===== config.mk =====
export PLATFORM = sky130hd
export DESIGN_NAME = sensor_frame_rewriter_core_flat
export DESIGN_NICKNAME = d
export VERILOG_FILES = /design/src/rtl/sfr_pkg.sv /design/src/rtl/sfr_rx_if.sv /design/src/rtl/sfr_tx_if.sv /design/src/rtl/sfr_in_stage.sv /design/src/rtl/sfr_parser.sv /design/src/rtl/sfr_out_stage.sv /design/src/rtl/sensor_frame_rewriter_core.sv /design/src/flat_wrapper.sv
export SDC_FILE = /design/constraint.sdc
export NUM_CORES = 1
export LEC_CHECK = 0
export BUFFER_PORTS_ARGS = -buffer_cell sky130_fd_sc_hd__buf_2
export CAP_MARGIN = 20
export CORE_ASPECT_RATIO = 1.75
export CORE_UTILIZATION = 30
export DETAILED_ROUTE_END_ITERATION = 12
export HOLD_SLACK_MARGIN = 0.06
export PLACE_DENSITY = 0.49
export SETUP_SLACK_MARGIN = 0.3
export SLEW_MARGIN = 15
export SYNTH_ARGS = -nofsm -noshare
export SYNTH_HDL_FRONTEND = slang
export SYNTH_HIERARCHICAL = 1
export SYNTH_SLANG_ARGS = --single-unit
export TNS_END_PERCENT = 5

===== constraint.sdc =====
create_clock -name clk -period 3.7 [get_ports clk]
set_input_delay 0.555 -clock clk [delete_from_list [all_inputs] [get_ports clk]]
set_output_delay 0.555 -clock clk [all_outputs]
set_load 0.01 [all_outputs]

===== src/rtl/sfr_pkg.sv =====
//------------------------------------------------------------------------------
// sfr_pkg: shared types and constants for the sensor frame rewriter
// Frame byte codes, data counter sizing, parse phase encoding and the result
// beat layout used between the parser, output stage and channel interfaces.
//------------------------------------------------------------------------------
`default_nettype none

package sfr_pkg;

	// frame layout
	localparam int unsigned FRAME_DATA_LEN = 17;
	localparam int unsigned CNT_W          = 5;

	localparam logic [7:0] HDR_BYTE = 8'h16;
	localparam logic [7:0] LEN_BYTE = 8'(FRAME_DATA_LEN);
	localparam logic [7:0] CMD_BYTE = 8'h0B;

	// data byte positions of the particle reading (high byte first)
	localparam logic [CNT_W-1:0] READING_HI_POS = CNT_W'(3);
	localparam logic [CNT_W-1:0] READING_LO_POS = CNT_W'(4);
	localparam logic [CNT_W-1:0] LAST_DATA_POS  = CNT_W'(FRAME_DATA_LEN);

	// parse phase, one-hot
	typedef enum logic [3:0] {
		PH_HUNT = 4'b0001,
		PH_LEN  = 4'b0010,
		PH_CMD  = 4'b0100,
		PH_DATA = 4'b1000
	} phase_t;

	// one result beat
	typedef struct packed {
		logic [7:0]  tx_byte;
		logic        reading_valid;
		logic [15:0] particle_reading;
	} result_t;

	// parser status seen by the top level
	typedef struct packed {
		phase_t           phase;
		logic [CNT_W-1:0] data_count;
	} parse_stat_t;

endpackage

`default_nettype wire


===== src/rtl/sfr_rx_if.sv =====
//------------------------------------------------------------------------------
// sfr_rx_if: received byte channel
// Valid/ready channel carrying one byte from the sensor line per beat.
//------------------------------------------------------------------------------
`default_nettype none

interface sfr_rx_if;
	logic       valid;
	logic       ready;
	logic [7:0] rx_byte;

	modport source (output valid, output rx_byte, input ready);
	modport sink   (input valid, input rx_byte, output ready);
endinterface

`default_nettype wire


===== src/rtl/sfr_tx_if.sv =====
//------------------------------------------------------------------------------
// sfr_tx_if: transmitted byte channel
// Valid/ready channel carrying the forwarded byte and the latched reading.
//------------------------------------------------------------------------------
`default_nettype none

interface sfr_tx_if;
	logic        valid;
	logic        ready;
	logic [7:0]  tx_byte;
	logic        reading_valid;
	logic [15:0] particle_reading;

	modport source (output valid, output tx_byte, output reading_valid,
		output particle_reading, input ready);
	modport sink   (input valid, input tx_byte, input reading_valid,
		input particle_reading, output ready);
endinterface

`default_nettype wire


===== src/rtl/sfr_in_stage.sv =====
//------------------------------------------------------------------------------
// sfr_in_stage: input register
// Captures a received byte; refills in the same cycle the held byte moves on.
//------------------------------------------------------------------------------
`default_nettype none

module sfr_in_stage (
	input  wire logic       clk,
	input  wire logic       arst_n,
	input  wire logic       in_valid,
	output logic            in_ready,
	input  wire logic [7:0] in_byte,
	input  wire logic       advance,
	output logic            valid_s1,
	output logic [7:0]      byte_s1
);

	// free or draining this cycle
	assign in_ready = !valid_s1 || advance;

	// valid flag
	always_ff @(posedge clk or negedge arst_n) begin
		if (!arst_n) begin
			valid_s1 <= 1'b0;
		end else if (in_ready) begin
			valid_s1 <= in_valid;
		end
	end

	// payload
	always_ff @(posedge clk) begin
		if (in_ready && in_valid) begin
			byte_s1 <= in_byte;
		end
	end

endmodule

`default_nettype wire


===== src/rtl/sfr_parser.sv =====
//------------------------------------------------------------------------------
// sfr_parser: frame parser and rewriter
// Tracks header/length/command, counts data bytes, substitutes the reading,
// recomputes the checksum and latches the reading at frame end.
//------------------------------------------------------------------------------
`default_nettype none

module sfr_parser (
	input  wire logic                 clk,
	input  wire logic                 arst_n,
	input  wire logic                 advance,
	input  wire logic [7:0]           rx_byte,
	input  wire logic [15:0]          replacement_value,
	output sfr_pkg::result_t          result,
	output sfr_pkg::parse_stat_t      stat
);
	import sfr_pkg::*;

	phase_t           phase_q, phase_d;
	logic [CNT_W-1:0] count_q, count_d, count_inc;
	logic [15:0]      accum_q, accum_d;
	logic [7:0]       sum_q, sum_d, sum_base;
	logic [15:0]      held_q, held_d;
	logic [7:0]       tx;
	logic             done;
	logic             repl_on;

	assign count_inc = count_q + CNT_W'(1);
	assign repl_on   = (replacement_value != 16'd0);

	// next state and outgoing byte
	always_comb begin
		phase_d  = phase_q;
		count_d  = count_q;
		accum_d  = accum_q;
		sum_base = sum_q;
		held_d   = held_q;
		tx       = rx_byte;
		done     = 1'b0;
		case (phase_q)
			PH_HUNT: begin
				if (rx_byte == HDR_BYTE) begin
					phase_d  = PH_LEN;
					count_d  = '0;
					accum_d  = '0;
					sum_base = '0;
				end
			end
			PH_LEN: begin
				phase_d = (rx_byte == LEN_BYTE) ? PH_CMD : PH_HUNT;
			end
			PH_CMD: begin
				phase_d = (rx_byte == CMD_BYTE) ? PH_DATA : PH_HUNT;
			end
			PH_DATA: begin
				count_d = count_inc;
				if (count_inc == READING_HI_POS) begin
					accum_d = accum_q + {rx_byte, 8'h00};
					if (repl_on) begin
						tx = replacement_value[15:8];
					end
				end
				if (count_inc == READING_LO_POS) begin
					accum_d = accum_q + {8'h00, rx_byte};
					if (repl_on) begin
						tx = replacement_value[7:0];
					end
				end
				// last data byte: checksum goes out, reading latched
				if (count_inc == LAST_DATA_POS) begin
					held_d  = accum_d;
					done    = 1'b1;
					phase_d = PH_HUNT;
					tx      = 8'h00 - sum_q;
				end
			end
			default: begin
				phase_d = PH_HUNT;
			end
		endcase
		sum_d = sum_base + tx;
	end

	assign result.tx_byte          = tx;
	assign result.reading_valid    = done;
	assign result.particle_reading = held_d;
	assign stat.phase              = phase_q;
	assign stat.data_count         = count_q;

	// state registers
	always_ff @(posedge clk or negedge arst_n) begin
		if (!arst_n) begin
			phase_q <= PH_HUNT;
			count_q <= '0;
			accum_q <= '0;
			sum_q   <= '0;
			held_q  <= '0;
		end else if (advance) begin
			phase_q <= phase_d;
			count_q <= count_d;
			accum_q <= accum_d;
			sum_q   <= sum_d;
			held_q  <= held_d;
		end
	end

endmodule

`default_nettype wire


===== src/rtl/sfr_out_stage.sv =====
//------------------------------------------------------------------------------
// sfr_out_stage: result register
// Holds one result beat until taken; reloads in the cycle it is taken.
//------------------------------------------------------------------------------
`default_nettype none

module sfr_out_stage (
	input  wire logic             clk,
	input  wire logic             arst_n,
	input  wire logic             load,
	input  wire sfr_pkg::result_t result,
	output logic                  can_load,
	sfr_tx_if.source              tx
);
	import sfr_pkg::*;

	logic    valid_q;
	result_t data_q;

	assign can_load = !valid_q || tx.ready;

	// valid flag
	always_ff @(posedge clk or negedge arst_n) begin
		if (!arst_n) begin
			valid_q <= 1'b0;
		end else if (can_load) begin
			valid_q <= load;
		end
	end

	// payload
	always_ff @(posedge clk) begin
		if (load) begin
			data_q <= result;
		end
	end

	assign tx.valid            = valid_q;
	assign tx.tx_byte          = data_q.tx_byte;
	assign tx.reading_valid    = data_q.reading_valid;
	assign tx.particle_reading = data_q.particle_reading;

endmodule

`default_nettype wire


===== src/rtl/sensor_frame_rewriter_core.sv =====
//------------------------------------------------------------------------------
// sensor_frame_rewriter_core: in-line particle sensor frame rewriter
// Every received byte yields one transmitted byte. Frames are 0x16, length,
// 0x0B, then data; data bytes 3 and 4 may be replaced by replacement_value
// (when nonzero) and the last data byte is resent as a fresh checksum, at
// which point the reading is latched and flagged. A byte passes an input
// register, the parser logic and a result register; one byte is accepted
// every cycle while the result side keeps taking beats.
// The throughput is set by the parser state (phase, count, running sum),
// which updates once per byte. replacement_value is written via cfg_we.
//------------------------------------------------------------------------------
`default_nettype none

module sensor_frame_rewriter_core (
	input  wire logic        clk,
	input  wire logic        arst_n,
	sfr_rx_if.sink           rx,
	sfr_tx_if.source         tx,
	input  wire logic        cfg_we,
	input  wire logic [15:0] cfg_wdata
);
	import sfr_pkg::*;

	logic        replacement_q;
	logic [15:0] repl_value_q;
	logic        valid_s1;
	logic [7:0]  byte_s1;
	logic        advance;
	logic        can_load;
	result_t     result;
	parse_stat_t stat;

	// configuration register
	always_ff @(posedge clk or negedge arst_n) begin
		if (!arst_n) begin
			repl_value_q <= '0;
		end else if (cfg_we) begin
			repl_value_q <= cfg_wdata;
		end
	end
	assign replacement_q = (repl_value_q != 16'd0);

	// a byte moves when the result register can take it
	assign advance = valid_s1 && can_load;

	sfr_in_stage u_in (
		.clk      (clk),
		.arst_n   (arst_n),
		.in_valid (rx.valid),
		.in_ready (rx.ready),
		.in_byte  (rx.rx_byte),
		.advance  (advance),
		.valid_s1 (valid_s1),
		.byte_s1  (byte_s1)
	);

	sfr_parser u_parser (
		.clk               (clk),
		.arst_n            (arst_n),
		.advance           (advance),
		.rx_byte           (byte_s1),
		.replacement_value (repl_value_q),
		.result            (result),
		.stat              (stat)
	);

	sfr_out_stage u_out (
		.clk      (clk),
		.arst_n   (arst_n),
		.load     (advance),
		.result   (result),
		.can_load (can_load),
		.tx       (tx)
	);

	// checks
	a_done_to_hunt: assert property (@(posedge clk) disable iff (!arst_n)
		advance && result.reading_valid |=> stat.phase == PH_HUNT)
		else $error("parser did not return to hunting after frame end");

	a_count_in_range: assert property (@(posedge clk) disable iff (!arst_n)
		stat.phase == PH_DATA |-> stat.data_count < LAST_DATA_POS)
		else $error("data count passed frame length");

	a_ready_only_on_stall: assert property (@(posedge clk) disable iff (!arst_n)
		!rx.ready |-> tx.valid && !tx.ready)
		else $error("input stalled without output backpressure");

	a_replaced_hi: assert property (@(posedge clk) disable iff (!arst_n)
		advance && replacement_q && stat.phase == PH_DATA
		&& stat.data_count == READING_LO_POS - CNT_W'(2)
		|-> result.tx_byte == repl_value_q[15:8])
		else $error("reading high byte not replaced");

endmodule

`default_nettype wire


===== src/flat_wrapper.sv =====
// flat-port wrapper written by rule: the top's interface ports become plain ports
module sensor_frame_rewriter_core_flat import sfr_pkg::*;
  (clk, arst_n, cfg_we, cfg_wdata, rx_valid, rx_rx_byte, rx_ready, tx_valid, tx_tx_byte, tx_reading_valid, tx_particle_reading, tx_ready);
  sfr_rx_if rx_i ();
  sfr_tx_if tx_i ();
  input  wire logic clk;
  input  wire logic arst_n;
  input  wire logic cfg_we;
  input  wire logic [15:0] cfg_wdata;
  input wire logic [$bits(rx_i.valid)-1:0] rx_valid;
  input wire logic [$bits(rx_i.rx_byte)-1:0] rx_rx_byte;
  output wire logic [$bits(rx_i.ready)-1:0] rx_ready;
  output wire logic [$bits(tx_i.valid)-1:0] tx_valid;
  output wire logic [$bits(tx_i.tx_byte)-1:0] tx_tx_byte;
  output wire logic [$bits(tx_i.reading_valid)-1:0] tx_reading_valid;
  output wire logic [$bits(tx_i.particle_reading)-1:0] tx_particle_reading;
  input wire logic [$bits(tx_i.ready)-1:0] tx_ready;
  assign rx_i.valid = rx_valid;
  assign rx_i.rx_byte = rx_rx_byte;
  assign rx_ready = rx_i.ready;
  assign tx_valid = tx_i.valid;
  assign tx_tx_byte = tx_i.tx_byte;
  assign tx_reading_valid = tx_i.reading_valid;
  assign tx_particle_reading = tx_i.particle_reading;
  assign tx_i.ready = tx_ready;
  sensor_frame_rewriter_core u_core (.clk(clk), .arst_n(arst_n), .rx(rx_i), .tx(tx_i), .cfg_we(cfg_we), .cfg_wdata(cfg_wdata));
endmodule

# Word level (Yosys, flattened, before mapping)
# Cells that the tools add are included.
[totals] elab_cells=61 in_bits=29 out_inout_bits=27 ff_bits=100
[classes] add_sub_neg=5 n_eq_ne=12 reduce_logical=10 mux=22
[ops] op="two-way mux 16 bit" n=5
[ops] op="two-way mux 8 bit" n=8
[ops] op="one-hot mux 16 bit (2 select lines)" n=1
[ops] op="adder 16 bit" n=1
[ops] op="adder 16 x 8 -> 16 bit" n=1
[ops] op="equality test 8 x 5 -> 1 bit (second input constant)" n=2
[ops] op="one-hot mux 4 bit (4 select lines)" n=1
[ops] op="nonzero test 16 bit" n=1
[ops] op="two-way mux 4 bit" n=3
[ops] op="one-hot mux 5 bit (2 select lines)" n=1
[ops] op="adder 8 bit" n=1
[ops] op="equality test 8 x 4 -> 1 bit (second input constant)" n=1
[ops] op="subtractor 1 x 8 -> 8 bit (first input constant)" n=1
[ops] op="AND reduction 3 bit" n=2
[ops] op="adder 5 x 1 -> 5 bit (second input constant)" n=1
[ops] op="equality test 5 x 2 -> 1 bit (second input constant)" n=1
[ops] op="equality test 5 x 3 -> 1 bit (second input constant)" n=1
[ops] op="equality test 5 bit (second input constant)" n=1
[ops] op="two-way mux 5 bit" n=1
[ops] op="equality test 4 x 1 -> 1 bit (second input constant)" n=1
[ops] op="equality test 4 x 2 -> 1 bit (second input constant)" n=1
[ops] op="equality test 4 x 3 -> 1 bit (second input constant)" n=1
[ops] op="equality test 4 bit (second input constant)" n=1
[ops] op="!= test 2 bit (second input constant)" n=2
[ops] op="6 further kinds" n=9

# Depth between registers and ports, before layout
[depth] word_depth=8 mapped_depth=17 ltp_nobuf=16

# Hierarchy
# The synthesis kept the hierarchy.
[modules_own_cells] mod="sfr_parser" area_each_um2=3963.8 cells_each=461 n_inst=1 seq_area_each_um2=1227.4
[modules_own_cells] mod="sfr_out_stage" area_each_um2=798.3 cells_each=28 n_inst=1 seq_area_each_um2=775.7
[modules_own_cells] mod="sensor_frame_rewriter_core" area_each_um2=655.6 cells_each=35 n_inst=1 seq_area_each_um2=400.4
[modules_own_cells] mod="sfr_in_stage" area_each_um2=294.0 cells_each=12 n_inst=1 seq_area_each_um2=265.3

# Least setup slack after synthesis
# Ideal clock, no wire load.
[synth_timing] path_type="reg-to-reg" start="reg u_core.u_parser.count_q[0]" end="reg u_core.u_parser.sum_q[6]" n_path_buf=1 synth_period_minus_slack_ps=3866 stages_incl_launch_ff=18 setup_ps=125 slack_ps=-166 arrival_time_ps=3741 required_ps=3575 cell_sequence="dfrtp_1 > ha_1 > nand2b_1 > o32a_1 > or2_0 > buf_1 > o22a_1 > o22ai_1 > o211ai_1 > o21a_1 > ha_1 > fa_1 > a21o_1 > a21o_1 > a21o_1 > a21oi_1 > xnor2_1 > mux2_2"
[synth_rtl] element="start: declaration" line_no="sfr_parser.sv:20" rtl="logic [CNT_W-1:0] count_q, count_d, count_inc;"
[synth_rtl] element="start signal: assignment" line_no="sfr_parser.sv:100" rtl="count_q <= count_d;"
[synth_rtl] element="end signal: assignment" line_no="sfr_parser.sv:102" rtl="sum_q <= sum_d;"
[synth_rtl] element="end: declaration" line_no="sfr_parser.sv:22" rtl="logic [7:0] sum_q, sum_d, sum_base;"

==> results.json <==
{
  "holdWs_ns": 0.277,
  "drt_iter0_markers": 214,
  "required_ns": 3.93,
  "synth_warnings": 6,
  "pwr-share-seq": 0.432,
  "grt.overflow.total": 0,
  "slew-limit-headroom": 0.445,
  "synth_seq_cells": 100,
  "drc": 0,
  "grt_pass1_vias": 4635,
  "clock_sinks": 100,
  "die_area_sq_mm": 0.0196,
  "syn_area_sq_mm": 0.00571,
  "yosysTopAreaCell": "dfrtp_1",
  "ys.flop_type": "dfrtp_1",
  "grt_max_degree": 33,
  "cts_buffer_depth": 2,
  "max_cap_viol_count": 0,
  "synth_edf_count": 33,
  "antenna_found_initial": 0,
  "clkPwrFrac": 0.320,
  "reg2reg_slack_ns": 0.10,
  "initial_core_util": 0.307,
  "ys_seq_area_frac": 0.467,
  "skew_ns": 0.00896,
  "n_antenna_cell": 0,
  "worst_r2r_path_depth": 16,
  "postCtsHoldBufs": 0,
  "max_freq_mhz": 278,
  "synth_top_area_frac": 0.289,
  "die_h_um": 185,
  "leakage_nw": 2.98,
  "setup_viol": 0,
  "dp_hpwl_mm": 11.8,
  "fin_area_sq_mm": 0.00703,
  "wl_per_cell_um": 17.8,
  "cp_top_family": "compound AO/OA/AOI/OAI gates",
  "syn_nets": 595,
  "portBuffers": 55,
  "clock_latency_ns": 0.35,
  "end_kind": "register",
  "syn_avg_cell_area_sq_um": 10.7,
  "firstDrtPassIters": 4,
  "path_clk_slew_ns": 0.07,
  "num-nets-final": 690,
  "setup_slack_ns": 0.104,
  "hold_class": "in -> async",
  "drive_above_1_share": 0.294,
  "cts_buffers": 9,
  "ant_nets": 0,
  "crit_path_max_fanout": 5,
  "period_needed_ns": 3.60,
  "timing.rr.start": "u_core/u_parser/count_q[0]$_DFFE_PN0P_",
  "crit_slowest_cell": "dfrtp_1",
  "std_cell_rows": 66,
  "syn2layout_area_growth_pct": 23.2,
  "rsz0062_at_grt": "true",
  "synth_top_cells_by_area": "dfrtp_1 (29%), edfxtp_1 (17%), ha_1 (5.9%), mux2_2 (3.5%), nand2_1 (3.5%)",
  "die_x_um": 106,
  "ys_types": 76,
  "startpoint_type": "register",
  "grt_first_pass_wirelength_mm": 24.3,
  "track_usage": 0.165,
  "crit_top_cell": "buf_4",
  "htreeDepth": 3,
  "final_hold_viol_count": 0,
  "postPlaceCellArea_sq_mm": 0.00651,
  "synthArstFlopShare": 0.670,
  "routed_wl_mm": 15.5,
  "worst_pin_slew_ns": 0.827,
  "io_pins": 56,
  "fillCellCount": 1850,
  "p_sw_frac": 0.299,
  "finalCritPeriodShare": 0.972,
  "slowest_delay_ns": 0.40,
  "pre_cts_ws_ns": -0.0115,
  "cp.buffers_inverters": 3,
  "yosys-top-cells-count": "dfrtp_1 (66), nand2_1 (54), nor2_1 (36), o21ai_0 (36), edfxtp_1 (33)",
  "drv_slew": 0,
  "cp.arrival_ns": 3.82,
  "vias": 4528,
  "core_area_sq_mm": 0.0186,
  "yosysMostFrequentCell": "dfrtp_1",
  "worstPathCellList": "ha_2 > nand2b_1 > o32a_1 > or2_4 > buf_4 > o22a_1 > o22ai_2 > mux2_2 > o21ai_0 > buf_4 > ha_1 > buf_4 > o41ai_4 > o31a_1 > nor4b_1 > nand4b_1",
  "p_int_w": 0.00224,
  "synthCells": 536,
  "crit_type": "reg -> reg",
  "finalPower_w": 0.00320,
  "viasPerCell": 5.18,
  "vdd_ir_drop_max_uv": 289,
  "outcome": "completed",
  "powerDensity_mw_per_mm2": 454,
  "cts_tree": "yes",
  "r2r-end": "u_core/u_parser/sum_q[7]$_DFFE_PN0P_",
  "combPwrFrac": 0.248,
  "gp_congestion": 0.859,
  "root_buffer": "clkbuf_16",
  "switching_power_w": 0.000956
}
[layout make-up]
| type | count | area, sq um | share of cell area |
|---|---|---|---|
| tap | 238 | 298 | 0.0423 |
| clock inverter | 6 | 73.8 | 0.0105 |
| clock buffer | 10 | 250 | 0.0356 |
| multi-input combinational | 402 | 3030 | 0.430 |
| timing repair buffer | 106 | 671 | 0.0953 |
| inverter | 12 | 45.0 | 0.00640 |
| sequential | 100 | 2670 | 0.379 |
[power groups by stage]
| stage | Combinational, W | Clock [W] | Sequential [W] |
|---|---|---|---|
| floorplan | 0.000526 | 0 | 0.00139 |
| global placement | 0.000723 | 0 | 0.00140 |
| detailed placement | 0.000742 | 0 | 0.00141 |
| CTS | 0.000773 | 0.00106 | 0.00138 |
| global route | 0.000875 | 0.00110 | 0.00139 |
| finish | 0.000794 | 0.00102 | 0.00138 |
[kinds of logic after synthesis]
logic type / share of synthesized area
mux: 0.0705
fa+ha+maj: 0.0697
flops: 0.467
compound gates: 0.181
buf+inv: 0.0272
simple gates: 0.149
xor+xnor: 0.0353
[per-stage QoR]
step,TNS (ns),utilization,cells
after floorplan,0,-,536
after global placement,0,0.350,846
after detailed placement,-0.0115,0.350,847
after CTS,0,0.375,871
final,0,0.379,874
after global routing,-0.0774,0.379,874
[sequential cells by signal, summed over array words and instances, names as in the netlist]
name / flops
u_core/repl_value_q: 16
u_core/u_out/tx.particle_reading: 16
u_core/u_parser/accum_q: 16
u_core/u_parser/held_q: 16
u_core/u_in/byte_s1: 8
u_core/u_out/tx.tx_byte: 8
u_core/u_parser/sum_q: 8
u_core/u_parser/count_q: 5
u_core/u_parser/phase_q: 4
u_core/u_in/valid_s1: 1
u_core/u_out/tx.reading_valid: 1
u_core/u_out/tx.valid: 1
[what timing repair did]
item	in CTS	in global routing
setup buffers	8	3
pin swaps	9	6
setup endpoints to repair	2	5
gates resized for setup	12	9
[cell usage in the layout (no fill, tap or decap), types with 9 or more instances in the layout]
cell | netlist | layout
a21o_1 | 10 | 10
xnor2_1 | 17 | 17
o21ai_0 | 36 | 35
mux2_2 | 18 | 18
a22o_1 | 9 | 9
ha_1 | 27 | 23
buf_4 | 1 | 46
buf_2 | 0 | 56
inv_1 | 12 | 11
clkbuf_16 | 0 | 10
mux2_4 | 10 | 10
nor2_1 | 36 | 36
a21oi_1 | 28 | 24
dfrtp_1 | 66 | 66
edfxtp_1 | 33 | 33
o211ai_1 | 9 | 9
nand2_1 | 54 | 54
[worst max path at each step]
stage	startpoint	endpoint	slack, ns	depth (start not counted)
2_1_floorplan	u_core/u_parser/count_q[1]$_DFFE_PN0P_	u_core/u_parser/sum_q[6]$_DFFE_PN0P_	0.07	17
3_3_place_gp	u_core/u_parser/count_q[1]$_DFFE_PN0P_	u_core/u_parser/sum_q[7]$_DFFE_PN0P_	0.1	16
3_5_place_dp	u_core/u_parser/count_q[1]$_DFFE_PN0P_	u_core/u_parser/sum_q[7]$_DFFE_PN0P_	-0.01	16
4_1_cts	u_core/u_parser/count_q[0]$_DFFE_PN0P_	u_core/u_parser/sum_q[7]$_DFFE_PN0P_	0.06	16
5_1_grt	u_core/u_parser/count_q[0]$_DFFE_PN0P_	u_core/u_parser/sum_q[7]$_DFFE_PN0P_	-0.05	16
6_report	u_core/u_parser/count_q[0]$_DFFE_PN0P_	u_core/u_parser/sum_q[7]$_DFFE_PN0P_	0.10	16
[layer usage]
metal	part of all wire	up-vias	wire, um	track usage
li1	-	2172	-	-
met1	0.38	2237	5910	0.167
met2	0.57	90	8810	0.325
met3	0.025	29	382	0.0216
met4	0.028	0	439	0.0806
met5	0	-	0	0
Power figures use the tool's default switching activity.
